## config.mk

```make
export PLATFORM = sky130hd
export DESIGN_NAME = brpv_ctrl
export DESIGN_NICKNAME = d
export VERILOG_FILES = /design/src/brpv_pkg.sv /design/src/brpv_ctrl.sv
export SDC_FILE = /design/constraint.sdc
export NUM_CORES = 1
export LEC_CHECK = 0
export CORE_AREA = 2 2 39 41
export DETAILED_ROUTE_END_ITERATION = 8
export DIE_AREA = 0 0 41 43
export DONT_BUFFER_PORTS = 1
export PLACE_DENSITY = 0.3
export RECOVER_POWER = 100
export SLEW_MARGIN = 20
export SYNTH_ARGS = -nofsm -noshare
export SYNTH_HDL_FRONTEND = slang
export SYNTH_SLANG_ARGS = --single-unit
```

## constraint.sdc

```tcl
create_clock -name i_clk -period 1.1 [get_ports i_clk]
set_input_delay 0 -clock i_clk [delete_from_list [all_inputs] [get_ports i_clk]]
set_output_delay 0 -clock i_clk [all_outputs]
set_load 0.01 [all_outputs]
```

## src/brpv_pkg.sv

```systemverilog
// Shared constants, codes and control types of the block request partition virtualizer.
package brpv_pkg;

    // Sizes. TRANSFER_BYTES and SECTOR_BYTES are powers of two.
    localparam int TAG_COUNT      = 1024;
    localparam int TRANSFER_BYTES = 4096;
    localparam int SECTOR_BYTES   = 512;

    localparam int TAG_W       = $clog2(TAG_COUNT);
    localparam int CNT_W       = $clog2(TAG_COUNT + 1);
    localparam int SPB         = (TRANSFER_BYTES / SECTOR_BYTES == 0) ? 1
                                 : TRANSFER_BYTES / SECTOR_BYTES;
    localparam int SPB_SHIFT   = $clog2(SPB);
    localparam int XFER_SHIFT  = $clog2(TRANSFER_BYTES);

    // Tag memory entry: in-use flag above the client tag.
    localparam int TAG_ENTRY_W = 33;

    // Beat layouts.
    localparam int IN_DATA_W  = 168;
    localparam int OUT_DATA_W = 152;
    localparam int CFG_IDX_W  = 3;
    localparam int CFG_DATA_W = 48;

    localparam logic REQ_CLIENT   = 1'b0;
    localparam logic REQ_DRV_RESP = 1'b1;

    localparam logic [2:0] OP_READ    = 3'd0;
    localparam logic [2:0] OP_WRITE   = 3'd1;
    localparam logic [2:0] OP_FLUSH   = 3'd2;
    localparam logic [2:0] OP_BARRIER = 3'd3;

    localparam logic [1:0] KIND_DRV_REQ     = 2'd0;
    localparam logic [1:0] KIND_CLIENT_RESP = 2'd1;
    localparam logic [1:0] KIND_BUSY        = 2'd2;

    localparam logic [1:0] ST_OK    = 2'd0;
    localparam logic [1:0] ST_ERR   = 2'd1;
    localparam logic [1:0] ST_INVAL = 2'd2;
    localparam logic [1:0] ST_RSVD  = 2'd3;

    typedef enum logic [CFG_IDX_W-1:0] {
        CFG_PART_START  = 3'd0,
        CFG_PART_COUNT  = 3'd1,
        CFG_REGION_SIZE = 3'd2,
        CFG_BASE_PHYS   = 3'd3,
        CFG_BASE_VIRT   = 3'd4
    } t_cfg_idx;

    typedef struct packed {
        logic clear;
        logic load;
        logic commit;
    } t_ctrl_cmd;

    typedef struct packed {
        logic clear_last;
        logic slot_free;
    } t_dp_sts;

endpackage

```

## src/brpv_ctrl.sv

```systemverilog
// Controller state machine: memory clearing pass, item accept and execute.
module brpv_ctrl (
    input  logic                 i_clk,
    input  logic                 i_rst_n,
    input  logic                 i_in_valid,
    input  brpv_pkg::t_dp_sts    i_sts,
    output brpv_pkg::t_ctrl_cmd  o_cmd,
    output logic                 o_in_ready
);

    typedef enum logic [1:0] {
        S_CLEAR,
        S_IDLE,
        S_EXEC
    } t_state;

    t_state r_state, n_state;
    logic   r_ready;

    always_comb begin
        n_state = r_state;
        case (r_state)
            S_CLEAR: if (i_sts.clear_last) n_state = S_IDLE;
            S_IDLE:  if (i_in_valid) n_state = S_EXEC;
            S_EXEC:  if (i_sts.slot_free) n_state = S_IDLE;
            default: n_state = S_CLEAR;
        endcase
    end

    always_ff @(posedge i_clk) begin
        if (!i_rst_n) begin
            r_state <= S_CLEAR;
            r_ready <= 1'b0;
        end else begin
            r_state <= n_state;
            r_ready <= (n_state == S_IDLE);
        end
    end

    assign o_cmd.clear  = (r_state == S_CLEAR);
    assign o_cmd.load   = r_ready && i_in_valid;
    assign o_cmd.commit = (r_state == S_EXEC) && i_sts.slot_free;
    assign o_in_ready   = r_ready;

endmodule

```

# [Word-level counts from Yosys, hierarchy flattened]
# Index checks and enable logic that the tools add are counted.
# Widths: inputs -> output; s select.
[op_classes] eq_ne=3 muxes=4 reduce_logical=3
[op_table] cell="$mux 2" count=3
[op_table] cell="$pmux 2 s3" count=1
[op_table] cell="$eq 2x1->1 const B" count=2
[op_table] cell="$eq 2x2->1 const B" count=1
[op_table] cell="$logic_and 1x1->1" count=2
[op_table] cell="$logic_not 2->1" count=1
[word_totals] wordCells=12 reg_bits=3 output_inout_bits=4 inputBits=5

# [Depth between registers and ports, before layout]
# Gate-level depths: netlist (run 1).
[logic_depth] word_depth=3 mapped_depth=3

# [Worst setup path after synthesis (run 1)]
# No wires, ideal clock.
[synth_path] path_kind="register -> register" startpoint="register r_state[0]" endpoint="register r_ready, in the netlist o_in_ready" period_less_slack_ps=851 path_slack_ps=249 arrival_time_ps=735 stages_incl_launch_ff=4 required_time_ps=984 n_path_buf=0 cell_sequence="dfxtp_1 -> nand2_2 -> o21a_1 -> o211a_1"
[synth_via] elab_chain_cells=3 word_cells_on_any_way=8 cone_classes="3 x eq/ne; 4 x mux; 1 x reduce/logical"
[synth_rtl] element="start: declaration" line="brpv_ctrl.sv:17" source="t_state r_state, n_state;"
[synth_rtl] element="start signal: assignment" line="brpv_ctrl.sv:35" source="r_state <= n_state;"
[synth_rtl] element="$eq 2x2->1 (tied with other cells)" line="brpv_ctrl.sv:22" source="case (r_state)"
[synth_rtl] element="$pmux 2 s3 (*)" line="brpv_ctrl.sv:22"
[synth_rtl] element="$eq 2x1->1 (*)" line="brpv_ctrl.sv:36" source="r_ready <= (n_state == S_IDLE);"
[synth_rtl] element="end signal: assignment" line="brpv_ctrl.sv:36"
[synth_rtl] element="end: declaration" line="brpv_ctrl.sv:18" source="logic r_ready;"
# Mark *: on every way between the ends. The rest lies on a longest branch, timed or not.
# A chain may end at the register's enable or synchronous reset.

==> results of run 1 <==
per-layer routing:
metal / part of all wire, % / GRT usage (%) / routed length (um)
met1: 47 / 4.81 / 170
met2: 33 / 4.06 / 118
met3: 20 / 7.33 / 72
met4: 0 / 4.00 / 0
met5: 0 / 0 / 0
area by class of cell:
type / count / share of cell area, %
timing repair buffer: 2 / 9.76
multi-input combinational: 11 / 36.6
tap: 16 / 9.76
sequential: 3 / 29.3
clock buffer: 4 / 12.8
inverter: 1 / 1.83
where the power goes:
part | total [uW] | switching [uW] | internal, uW
logic | 36.8 | 17.4 | 19.4
registers | 133 | 13.7 | 119
clock network | 198 | 61.9 | 136
cells in the final DEF (no fill, tap or decap):
master and count:
and2_0 1, o21ai_0 1, nand2_2 1, clkbuf_4 3, inv_1 1, nor2_1 2, nor3b_1 2, clkbuf_1 1
dlygate4sd3_1 2, dfxtp_1 3, o21a_1 2, o211a_1 2
state kept, by name, summed over array words and instances (netlist names):
name	cells
r_state	2
o_in_ready	1
worst max-delay path by stage:
stage,from,slack (ns),to
2_1_floorplan,r_state[0],0.25,o_in_ready
3_3_place_gp,r_state[0],0.17,o_in_ready
3_5_place_dp,r_state[0],0.18,o_in_ready
4_1_cts,r_state[1],0.05,o_cmd[0]
5_1_grt,r_state[1],0.03,o_cmd[0]
6_report,r_state[1],0.07,o_cmd[0]
kinds of logic (layout without fill, tap and decap cells):
logic type	after synthesis	after routing	share of synthesized area (%)
compound gates	5	5	28.8
buf+inv	1	7	2.70
flops	3	3	43.2
simple gates	6	6	25.2
timing repair:
item                       CTS  global route
hold buffers                 2             0
hold endpoints to repair     3             0
setup endpoints to repair    0             0
setup buffers                0             0
through the flow:
step | power (uW) | hold slack (ns) | util [%] | std cells
final | 368 | 0.0385 | 14.8 | 37
after CTS | 377 | 0.0321 | 14.8 | 37
after global routing | 388 | 0.0539 | 14.8 | 37
after detailed placement | 165 | 0.119 | 11.5 | 31
after floorplan | 158 | 0.106 | - | 15
after global placement | 165 | 0.121 | 11.5 | 31
==> flow_metrics.env, run 1 <==
export IMPL_htree_num_levels=1
export IMPL_seq_area_frac_synth_pct=43.2
export IMPL_drt_total_wl_um=360
export IMPL_dieWidth_um=41
export IMPL_rr_endpoint="o_in_ready"
export IMPL_crit_chain="nor3b_1"
export IMPL_finClkSkew_ns=0.000601
export IMPL_filler_cell_count=152
export IMPL_drive_gt1_share_pct=19.0
export IMPL_via_per_inst=3.35
export IMPL_nNetsFinal=27
export IMPL_dr_pass1_iters=4
export IMPL_synth_top_cells_by_area="dfxtp_1 43%, o211a_1 14%, nor3b_1 11%"
export IMPL_antenna_found_initial=0
export IMPL_die_h_um=43
export IMPL_yosys_top_cells_count="3 x dfxtp_1, 2 x nor2_1, 2 x nor3b_1, 2 x o211a_1, 2 x o21a_1"
export IMPL_vias=124
export IMPL_min_period_over_period_pct=93.7
export IMPL_setup_tns_final_ns=0
export IMPL_critPathTopFamily="flip-flops"
export IMPL_crit_fanout=7
export IMPL_syn_to_final_growth_pct=47.7
export IMPL_r2r_start="r_state[0]"
export IMPL_cp_num_cells=1
export IMPL_synth_edf_count=0
export IMPL_portBuffers=0
export IMPL_place_area_um2=159
export IMPL_setup_viol=0
export IMPL_first_global_vias=125
export IMPL_end_kind="output port"
export IMPL_path_clk_slew_ns=0.04
export IMPL_synth_distinct_cells=9
export IMPL_post_route_min_period_ns=1.03
export IMPL_status="complete, no violations"
export IMPL_power_density_nw_per_um2=1790
export IMPL_cts_tree="built"
export IMPL_final_area_um2=205
export IMPL_slew_headroom_pct=73.5
export IMPL_startpoint_type="flip-flop"
export IMPL_hold_depth=2
export IMPL_track_usage_pct=4.81
export IMPL_p_leak_uw=0.0000917
export IMPL_crit_buf_inv=0
export IMPL_numCtsBuffers=3
export IMPL_pre_cts_slack_ns=0.176
export IMPL_ys_seq_elements=3
export IMPL_rsz0062_at_grt="no"
export IMPL_synth_area_um2=139
export IMPL_peakVddDrop_mv=0.427
export IMPL_io_pins=9
export IMPL_ys_warnings_count=0
export IMPL_cap_violations=0
export IMPL_yosysTopAreaCell="dfxtp_1"
export IMPL_cts_resized_gates=0
export IMPL_clock_fmax_mhz=970
export IMPL_gp_congestion=0.473
export IMPL_start_util_pct=10.0
export IMPL_grt_max_degree=8
export IMPL_routedWlPerCell_um=9.73
export IMPL_clockBufferDepth=2
export IMPL_cp_required_ns=1.10
export IMPL_worst_pin_slew_ns=0.397
export IMPL_hp_class="in -> reg"
export IMPL_finalHoldViolCount=0
export IMPL_core_um2=1380
export IMPL_synth_top_cell_area_share_pct=43.2
export IMPL_drc=0
export IMPL_dieArea_um2=1760
export IMPL_antenna_cells=0
export IMPL_grt_overflow=0
export IMPL_cts_root_buf="clkbuf_4"
export IMPL_critPathKind="reg -> out"
export IMPL_slowest_stage="dfxtp_1"
export IMPL_cts_sinks=3
export IMPL_postRouteAntennaNets=0
export IMPL_grt_pass1_wl_um=469
export IMPL_arrival_ns=1.03
export IMPL_yosysMostFrequentCell="dfxtp_1"
export IMPL_multi_input_area_um2=75.1
export IMPL_slew_viol_final=0
export IMPL_min_to="r_state[0]"
export IMPL_synth_ff_type="dfxtp_1"
export IMPL_clk_latency_ns=0.23
export IMPL_synth_fp_nets=20
export IMPL_finalWorstSetupSlack_ns=0.0690
export IMPL_dp_hpwl_um=247
export IMPL_r2r_cells=3
export IMPL_r2r_setup_slack_ns=0.15
export IMPL_seqCellArea_um2=60.1
export IMPL_drt_initial_drc_count=5
export IMPL_max_stage_delay_ns=0.41
export IMPL_synthArstFlopShare_pct=0
export IMPL_avgSynthCellArea_um2=9.26
export IMPL_hold_start="i_sts[1]"
export IMPL_netlist_instances=15
export IMPL_num_rows=14
Power figures use the tool's default switching activity.
==> run 2, diff against run 1 <==
--- a/config.mk
+++ b/config.mk
@@ -11,6 +11,7 @@
 export DONT_BUFFER_PORTS = 1
 export PLACE_DENSITY = 0.3
 export RECOVER_POWER = 100
+export SETUP_SLACK_MARGIN = 0.2
 export SLEW_MARGIN = 20
 export SYNTH_ARGS = -nofsm -noshare
 export SYNTH_HDL_FRONTEND = slang
==> flow_metrics.env, run 2 (synthesis gave the netlist of run 1 again) <==
export IMPL_antenna_found_initial=0
export IMPL_slowest_stage="dfxtp_4"
export IMPL_clk_latency_ns=0.23
export IMPL_post_route_min_period_ns=0.870
export IMPL_p_leak_uw=0.0000945
export IMPL_layout_commonest_cell="clkbuf_4"
export IMPL_rr_endpoint="o_in_ready"
export IMPL_crit_chain="o21a_1, o211a_1"
export IMPL_grt_pass1_wl_um=524
export IMPL_clock_fmax_mhz=1150
export IMPL_drive_gt1_share_pct=33.3
export IMPL_via_per_inst=3.51
export IMPL_top_register="r_state"
export IMPL_fin_cells=37
export IMPL_drc=0
export IMPL_hp_class="in -> reg"
export IMPL_numCtsBuffers=3
export IMPL_crit_buf_inv=0
export IMPL_worst_pin_slew_ns=0.233
export IMPL_htree_num_levels=1
export IMPL_num_rows=14
export IMPL_cts_sinks=3
export IMPL_start_util_pct=10.0
export IMPL_r2r_setup_slack_ns=0.23
export IMPL_place_area_um2=159
export IMPL_final_area_um2=215
export IMPL_antenna_cells=0
export IMPL_status="complete, no violations"
export IMPL_cp_required_ns=1.22
export IMPL_vias=130
export IMPL_finalHoldViolCount=0
export IMPL_postRouteAntennaNets=0
export IMPL_largest_reg_flops=2
export IMPL_grt_overflow=0
export IMPL_min_period_over_period_pct=79.0
export IMPL_crit_fanout=6
export IMPL_startpoint_type="flip-flop"
export IMPL_r2r_start="r_state[0]"
export IMPL_critPathTopFamily="compound AO/OA/AOI/OAI gates"
export IMPL_setup_viol=0
export IMPL_cap_violations=0
export IMPL_place_inst=31
export IMPL_min_to="r_state[0]"
export IMPL_finClkSkew_ns=0.000137
export IMPL_io_pins=9
export IMPL_cts_root_buf="clkbuf_4"
export IMPL_max_stage_delay_ns=0.36
export IMPL_hold_depth=2
export IMPL_dp_hpwl_um=247
export IMPL_dr_pass1_iters=2
export IMPL_hold_start="i_sts[1]"
export IMPL_critPathKind="reg -> reg"
export IMPL_first_global_vias=140
export IMPL_clockBufferDepth=2
export IMPL_cts_tree="built"
export IMPL_die_h_um=43
export IMPL_nNetsFinal=27
export IMPL_power_density_nw_per_um2=1720
export IMPL_core_um2=1380
export IMPL_portBuffers=0
export IMPL_slew_headroom_pct=84.4
export IMPL_peakVddDrop_mv=0.431
export IMPL_dieWidth_um=41
export IMPL_finalWorstSetupSlack_ns=0.230
export IMPL_pre_cts_slack_ns=0.176
export IMPL_end_kind="flip-flop"
export IMPL_filler_cell_count=154
export IMPL_slew_viol_final=0
export IMPL_rsz0062_at_grt="yes"
export IMPL_r2r_cells=2
export IMPL_drt_total_wl_um=368
export IMPL_layout_common_cells="3 x clkbuf_4, 2 x nor2_1, 2 x o21a_1, 2 x o211a_1, 2 x dlygate4sd3_1"
export IMPL_gp_congestion=0.473
export IMPL_arrival_ns=0.99
export IMPL_path_clk_slew_ns=0.04
export IMPL_syn_to_final_growth_pct=55.0
export IMPL_drt_initial_drc_count=2
export IMPL_dieArea_um2=1760
export IMPL_track_usage_pct=5.22
export IMPL_setup_tns_final_ns=0
export IMPL_grt_max_degree=8
export IMPL_routedWlPerCell_um=9.95
## run 2: how the worst max path moves through the flow
stage / start / slack, ns / to / depth (start not counted)
after floorplan: r_state[0] / 0.25 / o_in_ready / 3
final: r_state[0] / 0.23 / o_in_ready / 2
after global routing: r_state[1] / 0.17 / o_cmd[0] / 1
after detailed placement: r_state[0] / 0.18 / o_in_ready / 3
after global placement: r_state[0] / 0.17 / o_in_ready / 3
after CTS: r_state[1] / 0.17 / o_cmd[0] / 1
## run 2: repair_timing
action | CTS | global route
resized for setup | 2 | 4
endpoints found under the hold margin | 3 | 0
pin swaps | 0 | 0
endpoints found under the setup margin | 3 | 3
buffers inserted | 0 | 0
hold buffers | 2 | 0
## run 2: final cells by class
class,count,area (um2),area share (%)
clock buffer,4,26.3,12.2
multi-input combinational,11,80.1,37.2
tap,16,20.0,9.30
sequential,3,65.1,30.2
timing repair buffer,2,20.0,9.30
inverter,1,3.75,1.74
## run 2: routing by layer
metal	vias up	global-route usage (%)	routed length, um
li1	66	-	-
met1	55	4.81	164
met2	9	5.31	133
met3	0	7.33	70
met4	0	4.00	0
met5	-	0	0
## run 2: metrics by stage
| step | hold slack [ns] | total power [uW] | util [%] |
|---|---|---|---|
| 3_5_place_dp | 0.119 | 165 | 11.5 |
| 2_1_floorplan | 0.106 | 158 | - |
| 4_1_cts | 0.0320 | 380 | 15.3 |
| 5_1_grt | 0.0539 | 392 | 15.6 |
| 3_3_place_gp | 0.121 | 165 | 11.5 |
| 6_report | 0.0381 | 370 | 15.6 |
## run 2: power by group
group	internal [uW]	switching (uW)
registers	120	14.2
logic	20.0	18.2
clock network	136	61.3
total	277	93.7
==> run 3, diff against run 2 <==
==> constraint.sdc (replaced) <==
create_clock -name i_clk -period 0.8 [get_ports i_clk]
set_input_delay 0 -clock i_clk [delete_from_list [all_inputs] [get_ports i_clk]]
set_output_delay 0 -clock i_clk [all_outputs]
set_load 0.01 [all_outputs]
==> flow_metrics.env, run 3 (synthesis gave the netlist of run 1 again) <==
export IMPL_status="complete, but fails checks"
export IMPL_violations="negative setup slack"
export IMPL_io_pins=9
export IMPL_postRouteAntennaNets=0
export IMPL_p_total_uw=541
export IMPL_worst_pin_slew_ns=0.193
export IMPL_hp_class="in -> reg"
export IMPL_cap_violations=0
export IMPL_slew_viol_final=0
export IMPL_end_kind="output port"
export IMPL_crit_buf_inv=2
export IMPL_power_density_nw_per_um2=2170
export IMPL_grt_max_degree=8
export IMPL_rsz0062_at_grt="yes"
export IMPL_path_clk_slew_ns=0.04
export IMPL_num_rows=14
export IMPL_drt_initial_drc_count=4
export IMPL_core_um2=1380
export IMPL_drt_total_wl_um=374
export IMPL_antenna_found_initial=0
export IMPL_peakVddDrop_mv=0.794
export IMPL_start_util_pct=10.0
export IMPL_critPathTopFamily="flip-flops"
export IMPL_slowest_stage="dfxtp_2"
export IMPL_fin_cells=40
export IMPL_layout_common_cells="3 x clkbuf_4, 3 x buf_4, 2 x o21a_1, 2 x o211a_1"
export IMPL_nNetsFinal=30
export IMPL_arrival_ns=0.95
export IMPL_dr_pass1_iters=2
export IMPL_r2r_cells=3
export IMPL_finClkSkew_ns=0.00357
export IMPL_largest_reg_flops=2
export IMPL_clock_fmax_mhz=1060
export IMPL_p_leak_uw=0.000117
export IMPL_cts_sinks=3
export IMPL_track_usage_pct=5.22
export IMPL_via_per_inst=3.70
export IMPL_die_h_um=43
export IMPL_drc=0
export IMPL_crit_fanout=3
export IMPL_clk_latency_ns=0.24
export IMPL_grt_pass1_wl_um=510
export IMPL_critPathKind="reg -> out"
export IMPL_finalHoldViolCount=0
export IMPL_r2r_setup_slack_ns=-0.14
export IMPL_r2r_start="r_state[0]"
export IMPL_dieWidth_um=41
export IMPL_hold_start="i_sts[0]"
export IMPL_gp_congestion=0.586
export IMPL_max_stage_delay_ns=0.32
export IMPL_hold_depth=2
export IMPL_cp_required_ns=0.80
export IMPL_numCtsBuffers=3
export IMPL_startpoint_type="flip-flop"
export IMPL_setup_viol=5
export IMPL_cts_root_buf="clkbuf_4"
export IMPL_top_register="r_state"
export IMPL_min_to="r_state[1]"
export IMPL_use_met1_pct=6.41
export IMPL_slew_headroom_pct=87.0
export IMPL_cts_tree="built"
export IMPL_crit_chain="buf_6, nor3b_2, buf_4"
export IMPL_antenna_cells=0
export IMPL_grt_overflow=0
export IMPL_routedWlPerCell_um=9.35
export IMPL_place_inst=33
export IMPL_rr_endpoint="o_in_ready"
export IMPL_vias=148
export IMPL_htree_num_levels=1
export IMPL_post_route_min_period_ns=0.946
export IMPL_finalWorstSetupSlack_ns=-0.146
export IMPL_dieArea_um2=1760
export IMPL_busiest_layer="met3"
export IMPL_first_global_vias=138
export IMPL_drive_gt1_share_pct=54.2
export IMPL_syn_to_final_growth_pct=79.3
export IMPL_min_period_over_period_pct=118
export IMPL_portBuffers=0
export IMPL_clockBufferDepth=2
export IMPL_use_met3_pct=7.85
export IMPL_grtUsageMet2_pct=4.38
run 3: changes by cell type in the layout (fill, tap and decap cells not counted), sizes merged:
cell	previous run	this run
buf	0	4
dlygate4sd3	2	1
run 3: final cells by class:
cell class / instances / area, um2
timing repair buffer: 5 / 43.8
clock buffer: 4 / 26.3
multi-input combinational: 11 / 90.1
tap: 16 / 20.0
inverter: 1 / 3.75
sequential: 3 / 65.1
fill: 153 / 1130
run 3: worst max path at each step:
stage                     startpoint          to  depth (start not counted)
after floorplan           r_state[0]  r_state[0]                          3
after global placement    r_state[0]  r_state[1]                          3
after detailed placement  r_state[0]  r_state[1]                          3
after CTS                 r_state[0]    o_cmd[0]                          3
after global routing      r_state[0]    o_cmd[0]                          3
final                     r_state[0]    o_cmd[0]                          3
run 3: through the flow:
| stage | worst slack (ns) | util (%) | cell area [um2] | hold WS, ns | setup TNS [ns] |
|---|---|---|---|---|---|
| after global placement | -0.0265 | 12.7 | 175 | 0.123 | -0.0526 |
| after CTS | -0.147 | 17.9 | 248 | -0.0211 | -0.570 |
| after detailed placement | -0.0255 | 12.7 | 175 | 0.123 | -0.0608 |
| after floorplan | -0.00472 | - | 140 | 0.106 | -0.00705 |
| final | -0.146 | 18.0 | 249 | 0.00234 | -0.523 |
| after global routing | -0.185 | 18.0 | 249 | 0.00673 | -0.699 |
run 3: report_power, final:
group / internal, uW / total (uW) / switching (uW)
clock network: 187 / 271 / 83.9
logic: 53.3 / 90.2 / 36.9
registers: 164 / 180 / 15.6
total: 405 / 541 / 136
run 3: repair_timing:
action,CTS,global route
resized for setup,8,1
pin swaps,3,2
setup endpoints to repair,7,7
cloned,0,0
endpoints found under the hold margin,3,0
hold buffers,1,0
buffers inserted,2,0
run 3: metal layers:
layer,vias to the layer above,part of all wire (%)
li1,71,-
met2,11,32
met5,-,0
met3,0,19
met1,66,49
met4,0,0
